**src/rtl/core/pts_pkg.sv**
```systemverilog
// Package: shared types, codes and sizing constants of the periodic task scheduler.
package pts_pkg;

    localparam int TASK_SLOTS  = 8;
    localparam int MAX_RESULTS = 8;
    localparam int IDX_W       = (TASK_SLOTS > 1) ? $clog2(TASK_SLOTS) : 1;
    localparam int CNT_W       = $clog2(TASK_SLOTS + 1);
    localparam int FND_W       = $clog2(MAX_RESULTS + 1);

    typedef enum logic [1:0] {
        MODE_TICK  = 2'd0,
        MODE_ADD   = 2'd1,
        MODE_RUN   = 2'd2,
        MODE_CLEAR = 2'd3
    } t_mode;

    localparam logic [1:0] ST_ACK  = 2'd0;
    localparam logic [1:0] ST_DUE  = 2'd1;
    localparam logic [1:0] ST_FULL = 2'd2;

    typedef enum logic [2:0] {
        CMD_NONE,
        CMD_TICK,
        CMD_ADD,
        CMD_CLEAR,
        CMD_RUN,
        CMD_STEP,
        CMD_FINISH
    } t_cmd;

    typedef enum logic {
        S_IDLE,
        S_SCAN
    } t_state;

    typedef struct packed {
        logic scan_end;
    } t_dp_status;

    function automatic logic [2:0] to_task_index(input logic [IDX_W-1:0] idx);
        logic [IDX_W+2:0] w;
        w = {3'b000, idx};
        return w[2:0];
    endfunction

endpackage

```
**src/rtl/core/pts_ctrl.sv**
```systemverilog
// Controller: request decode and run-pass sequencing of the periodic task scheduler.
module pts_ctrl import pts_pkg::*; (
    input  logic       i_clk,
    input  logic       i_rst_n,
    input  logic       start,
    input  logic [1:0] i_mode,
    input  t_dp_status i_status,
    output t_cmd       o_cmd,
    output logic       busy
);

    t_state r_state;
    t_state n_state;

    always_ff @(posedge i_clk) begin
        if (!i_rst_n) begin
            r_state <= S_IDLE;
        end else begin
            r_state <= n_state;
        end
    end

    always_comb begin
        n_state = r_state;
        o_cmd   = CMD_NONE;
        busy    = (r_state == S_SCAN);
        case (r_state)
            S_IDLE: begin
                if (start) begin
                    case (t_mode'(i_mode))
                        MODE_TICK:  o_cmd = CMD_TICK;
                        MODE_ADD:   o_cmd = CMD_ADD;
                        MODE_RUN: begin
                            o_cmd   = CMD_RUN;
                            n_state = S_SCAN;
                        end
                        MODE_CLEAR: o_cmd = CMD_CLEAR;
                        default:    o_cmd = CMD_NONE;
                    endcase
                end
            end
            S_SCAN: begin
                if (i_status.scan_end) begin
                    o_cmd   = CMD_FINISH;
                    n_state = S_IDLE;
                end else begin
                    o_cmd = CMD_STEP;
                end
            end
            default: n_state = S_IDLE;
        endcase
    end

endmodule

```
**src/rtl/core/pts_datapath.sv**
```systemverilog
// Datapath: tick counter, task table, scan counters and result register.
module pts_datapath import pts_pkg::*; (
    input  logic        i_clk,
    input  logic        i_rst_n,
    input  t_cmd        i_cmd,
    input  logic [31:0] i_period,
    input  logic        i_has_handler,
    output t_dp_status  o_status,
    output logic        o_strobe,
    output logic [1:0]  o_status_code,
    output logic [2:0]  o_task_index,
    output logic [31:0] o_tick_now,
    output logic        o_last
);

    logic [31:0]      r_tick;
    logic [CNT_W-1:0] r_count;
    logic [31:0]      r_period [TASK_SLOTS];
    logic [31:0]      r_last_run [TASK_SLOTS];
    logic             r_en [TASK_SLOTS];
    logic             r_hh [TASK_SLOTS];
    logic [CNT_W-1:0] r_idx;
    logic [FND_W-1:0] r_found;
    logic             r_pend_valid;
    logic [IDX_W-1:0] r_pend_idx;

    logic             r_strobe;
    logic [1:0]       r_status;
    logic [2:0]       r_tidx;
    logic [31:0]      r_otick;
    logic             r_olast;

    logic             n_strobe;
    logic [1:0]       n_status;
    logic [2:0]       n_tidx;
    logic [31:0]      n_otick;
    logic             n_olast;

    logic [IDX_W-1:0] scan_slot;
    logic [IDX_W-1:0] add_slot;
    logic [31:0]      elapsed;
    logic             full;
    logic             scan_end;
    logic             entry_due;

    assign scan_slot = r_idx[IDX_W-1:0];
    assign add_slot  = r_count[IDX_W-1:0];
    assign elapsed   = r_tick - r_last_run[scan_slot];
    assign full      = (r_count >= CNT_W'(TASK_SLOTS));
    assign scan_end  = (r_idx >= r_count) || (r_found == FND_W'(MAX_RESULTS));
    assign entry_due = r_en[scan_slot] && r_hh[scan_slot] && (elapsed >= r_period[scan_slot]);

    assign o_status.scan_end = scan_end;

    always_comb begin
        n_strobe = 1'b0;
        n_status = ST_ACK;
        n_tidx   = 3'd0;
        n_olast  = 1'b1;
        n_otick  = r_tick;
        case (i_cmd)
            CMD_TICK: begin
                n_strobe = 1'b1;
                n_otick  = r_tick + 32'd1;
            end
            CMD_ADD: begin
                n_strobe = 1'b1;
                n_status = full ? ST_FULL : ST_ACK;
            end
            CMD_CLEAR: n_strobe = 1'b1;
            CMD_STEP: begin
                if (entry_due && r_pend_valid) begin
                    n_strobe = 1'b1;
                    n_status = ST_DUE;
                    n_tidx   = to_task_index(r_pend_idx);
                    n_olast  = 1'b0;
                end
            end
            CMD_FINISH: begin
                n_strobe = 1'b1;
                if (r_pend_valid) begin
                    n_status = ST_DUE;
                    n_tidx   = to_task_index(r_pend_idx);
                end
            end
            default: n_strobe = 1'b0;
        endcase
    end

    always_ff @(posedge i_clk) begin
        if (!i_rst_n) begin
            r_tick       <= '0;
            r_count      <= '0;
            r_idx        <= '0;
            r_found      <= '0;
            r_pend_valid <= 1'b0;
            r_strobe     <= 1'b0;
            for (int k = 0; k < TASK_SLOTS; k++) begin
                r_en[k] <= 1'b0;
            end
        end else begin
            r_strobe <= n_strobe;
            case (i_cmd)
                CMD_TICK: r_tick <= r_tick + 32'd1;
                CMD_ADD: begin
                    if (!full) begin
                        r_en[add_slot] <= 1'b1;
                        r_count        <= r_count + CNT_W'(1);
                    end
                end
                CMD_CLEAR: begin
                    r_count <= '0;
                    for (int k = 0; k < TASK_SLOTS; k++) begin
                        r_en[k] <= 1'b0;
                    end
                end
                CMD_RUN: begin
                    r_idx        <= '0;
                    r_found      <= '0;
                    r_pend_valid <= 1'b0;
                end
                CMD_STEP: begin
                    r_idx <= r_idx + CNT_W'(1);
                    if (entry_due) begin
                        r_found      <= r_found + FND_W'(1);
                        r_pend_valid <= 1'b1;
                    end
                end
                CMD_FINISH: r_pend_valid <= 1'b0;
                default: r_pend_valid <= r_pend_valid;
            endcase
        end
    end

    always_ff @(posedge i_clk) begin
        r_status <= n_status;
        r_tidx   <= n_tidx;
        r_otick  <= n_otick;
        r_olast  <= n_olast;
        if (i_cmd == CMD_ADD && !full) begin
            r_period[add_slot]   <= i_period;
            r_last_run[add_slot] <= r_tick;
            r_hh[add_slot]       <= i_has_handler;
        end
        if (i_cmd == CMD_STEP && entry_due) begin
            r_last_run[scan_slot] <= r_tick;
            r_pend_idx            <= scan_slot;
        end
    end

    assign o_strobe      = r_strobe;
    assign o_status_code = r_status;
    assign o_task_index  = r_tidx;
    assign o_tick_now    = r_otick;
    assign o_last        = r_olast;

endmodule

```
**src/rtl/core/periodic_task_scheduler.sv**
```systemverilog
// Top level: periodic task scheduler with tick counter and eight-entry task table.
//
//  channel   handshake               payload
//  request   start & !busy           i_mode, i_period, i_has_handler
//  result    o_strobe (one cycle)    o_status, o_task_index, o_tick_now, o_last
//
//  Tick, add and clear results strobe in the cycle after the request.
//  During a run pass busy holds while the scan steps through the entries (ending
//  early at MAX_RESULTS due tasks) and a finish step; each due task is reported the
//  cycle after the next due one is found, the final result the cycle after scan end.
//  busy is high during the scan. Reset is synchronous and clears the tick and table.
//  The receiver cannot stall; every strobe is taken.
module periodic_task_scheduler import pts_pkg::*; (
    input  logic        i_clk,
    input  logic        i_rst_n,
    input  logic        start,
    output logic        busy,
    input  logic [1:0]  i_mode,
    input  logic [31:0] i_period,
    input  logic        i_has_handler,
    output logic        o_strobe,
    output logic [1:0]  o_status,
    output logic [2:0]  o_task_index,
    output logic [31:0] o_tick_now,
    output logic        o_last
);

    t_cmd       cmd;
    t_dp_status dp_status;

    pts_ctrl u_ctrl (
        .i_clk    (i_clk),
        .i_rst_n  (i_rst_n),
        .start    (start),
        .i_mode   (i_mode),
        .i_status (dp_status),
        .o_cmd    (cmd),
        .busy     (busy)
    );

    pts_datapath u_datapath (
        .i_clk         (i_clk),
        .i_rst_n       (i_rst_n),
        .i_cmd         (cmd),
        .i_period      (i_period),
        .i_has_handler (i_has_handler),
        .o_status      (dp_status),
        .o_strobe      (o_strobe),
        .o_status_code (o_status),
        .o_task_index  (o_task_index),
        .o_tick_now    (o_tick_now),
        .o_last        (o_last)
    );

    a_single_result: assert property (@(posedge i_clk) disable iff (!i_rst_n)
        (start && !busy && i_mode != MODE_RUN) |=> (o_strobe && o_last))
        else $error("single-result request did not strobe a final result");

    a_scan_result: assert property (@(posedge i_clk) disable iff (!i_rst_n)
        (o_strobe && busy) |-> (o_status == ST_DUE && !o_last))
        else $error("result during scan is not a non-final due task");

    a_index_zero: assert property (@(posedge i_clk) disable iff (!i_rst_n)
        (o_strobe && o_status != ST_DUE) |-> (o_task_index == 3'd0))
        else $error("task index nonzero on a non-due result");

    a_run_busy: assert property (@(posedge i_clk) disable iff (!i_rst_n)
        (start && !busy && i_mode == MODE_RUN) |=> busy)
        else $error("run pass did not start a scan");

endmodule

```
**config.mk**
```make
export PLATFORM = sky130hd
export DESIGN_NAME = periodic_task_scheduler
export DESIGN_NICKNAME = d
export VERILOG_FILES = /design/src/rtl/core/pts_pkg.sv /design/src/rtl/core/pts_ctrl.sv /design/src/rtl/core/pts_datapath.sv /design/src/rtl/core/periodic_task_scheduler.sv
export SDC_FILE = /design/constraint.sdc
export NUM_CORES = 1
export LEC_CHECK = 0
export ABC_AREA = 0
export BUFFER_PORTS_ARGS = -buffer_cell sky130_fd_sc_hd__buf_2
export CORE_ASPECT_RATIO = 1.25
export CORE_MARGIN = 2
export CORE_UTILIZATION = 35
export CTS_CLUSTER_DIAMETER = 30
export DETAILED_ROUTE_END_ITERATION = 8
export PLACE_DENSITY = 0.56
export SLEW_MARGIN = 20
export SYNTH_ARGS = -nofsm -noshare
export SYNTH_HDL_FRONTEND = slang
export SYNTH_SLANG_ARGS = --single-unit
```
**constraint.sdc**
```tcl
create_clock -name i_clk -period 18.93 [get_ports i_clk]
set_clock_uncertainty 0.05 [all_clocks]
set_input_delay 0.9465 -clock i_clk [delete_from_list [all_inputs] [get_ports i_clk]]
set_output_delay 0.9465 -clock i_clk [all_outputs]
set_load 0.05 [all_outputs]
```
## After elaboration in Yosys (flattened, before gate mapping)

Memories as Yosys holds them, arrays and structs flattened. A register that Yosys moved wholly into a read port is not among the register bits.
Cells that the tools add are included.

| operators by class | value |
|---|---|
| $add $sub $neg | 5 |
| magnitude comparators | 3 |
| equal/unequal tests | 12 |
| mux-type cells | 60 |
| bitwise operators | 9 |
| reductions and logical operators | 18 |

Operators with widths:

| kind | count |
|---|---|
| $mux W32 | 2 |
| $mux W3 | 13 |
| $add A32 B1 Y32 const B | 1 |
| $ge A32 B32 Y1 | 1 |
| $reduce_or A32 Y1 | 1 |
| $sub A32 B32 Y32 | 1 |
| $mux W1 | 31 |
| $pmux W4 S2 | 3 |
| $add A4 B1 Y4 const B | 3 |
| $pmux W3 S2 | 2 |
| $pmux W3 S4 | 1 |
| $eq A3 B3 Y1 const B | 3 |
| $mux W4 | 2 |
| $or A1 B1 Y1 | 8 |
| $eq A3 B2 Y1 const B | 2 |
| $pmux W1 S2 | 3 |
| $pmux W2 S3 | 1 |
| $reduce_and A2 Y1 | 3 |
| $reduce_bool A2 Y1 | 3 |
| $logic_and A1 B1 Y1 | 5 |
| $eq A2 B2 Y1 const B | 2 |
| $eq A4 B4 Y1 const B | 1 |
| $ge A4 B4 Y1 | 1 |
| $ge A4 B4 Y1 const B | 1 |
| other kinds (12) | 13 |

| storage, ports and cells | value |
|---|---|
| register bits after elaboration | 88 |
| RAM bits | 528 |
| input port bits | 38 |
| output and inout port bits | 40 |
| logic and storage cells | 123 |
| memories | 4 |

Memory list:

| memory | words | bits a word | rd ports | clocked after Yosys merged registers in | write ports | RTL line | text |
|---|---|---|---|---|---|---|---|
| u_datapath.r_last_run | 8 | 32 | 1 | 1 | 1 | pts_datapath.sv:19 | `logic [31:0] r_last_run [TASK_SLOTS];` |
| u_datapath.r_period | 8 | 32 | 1 | 1 | 1 | pts_datapath.sv:18 | `logic [31:0] r_period [TASK_SLOTS];` |
| u_datapath.r_en | 8 | 1 | 1 | 1 | 8 | pts_datapath.sv:20 | `logic r_en [TASK_SLOTS];` |
| u_datapath.r_hh | 8 | 1 | 1 | 1 | 1 | pts_datapath.sv:21 | `logic r_hh [TASK_SLOTS];` |

## Longest topological paths before layout

| depth | value |
|---|---|
| depth in word-level cells | 10 |
| depth in mapped cells | 26 |
| gate-level depth less buffers | 23 |

## Modules after synthesis

A second synthesis with hierarchy kept.

| second synthesis, totals | value |
|---|---|
| cell total of the unflattened synthesis | 1400 |
| area, all modules | 25162.9 um2 |

By module, submodules not included:

| module | instances | cells an instance | area each (um2) | seq. area each (um2) |
|---|---|---|---|---|
| pts_datapath | 1 | 1388 | 25072.8 | 17606.9 |
| pts_ctrl | 1 | 12 | 90.1 | 20.0 |

## Worst setup path before layout

No wires, ideal clock.

| path | value |
|---|---|
| path kind | reg-to-reg |
| from | register with a tool-made name |
| to | memory u_datapath.r_last_run[2][0], enable pin |
| library setup time | 0.511 ns |
| arrival time | 8.278 ns |
| data required time | 18.369 ns |
| path slack | 10.091 ns |
| cell stages (with the launch flop) | 22 |
| path buffers | 3 |
| period minus slack after synthesis | 8.839 ns |
| cell sequence | dfxtp_1 buf_2 buf_2 buf_1 mux4_2 mux2i_1 ha_1 a21oi_1 o21ai_0 or4b_1 a31oi_1 a21oi_1 o211ai_1 a311oi_1 xor2_1 ha_1 nand4_1 nor4_1 o2111ai_1 o21ai_2 nand2_4 o41ai_1 |

RTL lines:

| what | RTL line |
|---|---|
| to (decl) | pts_datapath.sv:19 |

==> reports/metrics.cfg <==
[status]
outcome = finished clean

[routing]
drc = 0
wl_per_cell_um = 21.09
num_vias = 13470
drtPass1Iterations = 7
postRouteAntennaNets = 0
drt_wl_total_mm = 56.24
drtIter0Drc = 915
avgViaCountPerCell = 5.051

[synth]
syn_area_per_cell_um2 = 17.60
synth_nets = 1569
synthFlopType = edfxtp_1
synthCells = 1452
synth_top_cell_by_area = edfxtp_1
yosys.cell_types.count = 76
synthTopCellsByArea = edfxtp_1 61%, mux4_2 11%, dfxtp_1 7.5%
ys_warn_count = 0
synth_edf_count = 523
synth_seq_cells = 619
ys_seq_area_share_pct = 68.96
async_flop_share_pct = 0
mappedNetlistArea_um2 = 25560
synth_top_area_share_pct = 61.44

[sta]
finalSetupViolCount = 0
maxSlewViolCount = 0
worst_slack_ns = 11.27
fmax_mhz = 130.6
hold_violations = 0
layout_min_cycle_time_ns = 7.657
worst_pin_slew_ns = 0.9209
rsz0062_at_grt = no
relSlewSlack_pct = 38.61
tns_ns = 0
post-route-period-util_pct = 40.45

[setup_path]
arrival_ns = 7.90
critPathKind = flip-flop to flip-flop
ff2ff_setup_slack_ns = 11.27
required_ns = 19.17
crit_fanout = 49
cp-start-kind = flip-flop
crit_path_end_kind = flip-flop

[floorplan]
fp.dieW_um = 245.7
core_um2 = 72120
row_count = 110
dieArea_um2 = 75220
die_h_um = 306.1
io_pins = 78
initial_core_util_pct = 35.44

[global_routing]
grt-ovfl-total = 0
grt_use_total_pct = 15.29
grt_pass1_vias = 14380
grt_pass1_wl_mm = 86.75
grt_max_degree = 50
antenna_found_initial = 8

[power]
pwr_density_cell_nw_per_um2 = 114.3
irDropWorstVdd_v = 0.00009108
p_leak_nw = 10.69
total_power_mw = 3.538

[placed_design]
dp_hpwl_mm = 34.15
port_buffers = 77
dpl_worst_slack_ns = 11.21
gp_congestion = 0.8439

[finish]
nets = 1738
antenna_cells = 0
drive_gt1_share_pct = 27.00
areaGrowthSynthToFinish_pct = 21.08

[clock_network]
clkLatencyLatePin_ns = 0.67
clkTransAtPathRegs_ns = 0.05
ctsHtreeMaxLevel = 3
root_buffer = clkbuf_16
ctsLongestPathBuffers = 3
cts_setup_buffers = 0
cts_tree = done
cts_hold_buf = 0
cts_resized = 0
numCtsBuffers = 106
cts_sinks = 619

[worst_hold_path]
min_path_type = flip-flop to flip-flop

[job]
max_cap_violations = 0

state kept, by name, indices dropped and copies added, names as in the netlist, named ones only:
name / flops
u_datapath.r_tick: 32
u_datapath.o_tick_now: 32
u_datapath.o_task_index: 3
u_datapath.r_count: 4
u_datapath.r_idx: 4
u_datapath.r_hh: 8
u_datapath.o_last: 1
u_datapath.o_status_code: 2
u_datapath.r_found: 4
u_ctrl.busy: 1
u_datapath.o_strobe: 1
u_datapath.r_last_run: 256
u_datapath.r_period: 256
u_datapath.r_pend_valid: 1
u_datapath.r_pend_idx: 3
u_datapath.r_en: 8
path summary, 6_finish.rpt:
kind,startpoint,to,cells after the start
setup / recovery,flip-flop,u_datapath.r_last_run[1][29]$_DFFE_PP_,22
hold / removal,u_datapath.r_en[0]$_DFF_P_,u_datapath.r_en[0]$_DFF_P_,2
setup reg to reg,flip-flop,u_datapath.r_last_run[1][29]$_DFFE_PP_,22
hold reg to reg,u_datapath.r_en[0]$_DFF_P_,u_datapath.r_en[0]$_DFF_P_,2
stage by stage:
stage | std cells | hold slack, ns | area (um^2) | utilization [%]
global placement | 2465 | 0.3941 | 27220 | 37.74
finish | 2667 | 0.4176 | 30950 | 42.91
floorplan | 1452 | 0.3866 | 25560 | -
detailed placement | 2465 | 0.4093 | 27220 | 37.74
global route | 2667 | 0.4299 | 30950 | 42.91
CTS | 2667 | 0.4174 | 30950 | 42.91
placed cells by master (no fill, tap or decap), types with 34 or more instances in the layout:
cell type  synthesis  routed
and2_1            36      36
inv_1             36      36
nand3_1           34      34
nor2_1            37      37
mux4_2           129     129
dfxtp_1           96      93
buf_2             12      77
edfxtp_1         523     523
mux2i_1           64      64
clkbuf_16          0     110
nand2_1           62      62
ha_1              78      78
a21oi_1           51      51
power by group:
group | internal [mW] | switching, mW | leakage, nW
Sequential | 1.48 | 0.00573 | 5.48
Combinational | 0.0456 | 0.0615 | 3.42
Clock | 1.27 | 0.680 | 1.79
routing by layer:
metal	GRT usage, %	up-vias	wire, um
met5	0	-	78
met1	19.31	6903	23990
met4	6.159	12	1562
met3	3.029	108	2403
li1	-	6161	-
met2	25.72	286	28210
kinds of logic (layout without fill, tap and decap cells):
| group | Yosys count | after routing | synth area share, % |
|---|---|---|---|
| flops | 619 | 619 | 68.96 |
| buf+inv | 84 | 347 | 1.366 |
| compound gates | 168 | 168 | 4.523 |
| fa+ha+maj | 79 | 79 | 3.896 |
| xor+xnor | 55 | 55 | 1.885 |
| simple gates | 251 | 251 | 5.365 |
| mux | 196 | 196 | 14.00 |
cell type report:
type / count / area, um^2
fill: 6426 / 41170
sequential: 619 / 17640
multi-input combinational: 749 / 7634
clock buffer: 122 / 2808
tap: 952 / 1191
clock inverter: 80 / 922.1
timing repair buffer: 108 / 618.1
inverter: 37 / 138.9
critical path, stage by stage (launching register included):
cell and delay [ns]:
dfxtp_4 0.74, buf_4 0.66, buf_4 0.70, mux4_2 0.42
mux2i_1 0.17, ha_1 0.33, a21oi_1 0.27, nor2_1 0.06
nor2_1 0.08, o21ai_0 0.08, a21oi_1 0.19, o21ai_0 0.15
a21o_1 0.20, a311oi_1 0.35, ha_1 0.21, nand4_1 0.16
nor4_1 0.52, o2111ai_1 0.21, o21ai_2 0.49, nand2_4 0.19
inv_2 0.21, a31o_2 0.18, buf_4 0.46
cells in the mapped netlist (11+ instances only):
cell type and instances:
mux4_2 129, ha_1 78, and2_1 36, inv_1 36, a21oi_1 51, dfxtp_1 96, clkbuf_1 24, xnor2_1 33
nor2_1 37, mux2i_1 64, buf_2 12, nand4_1 12, a21o_1 25, nand2_1 62, and3_1 11, o21ai_0 23
xor2_1 22, edfxtp_1 523, nand3_1 34
No activity file was read; power rests on OpenSTA's default activity.
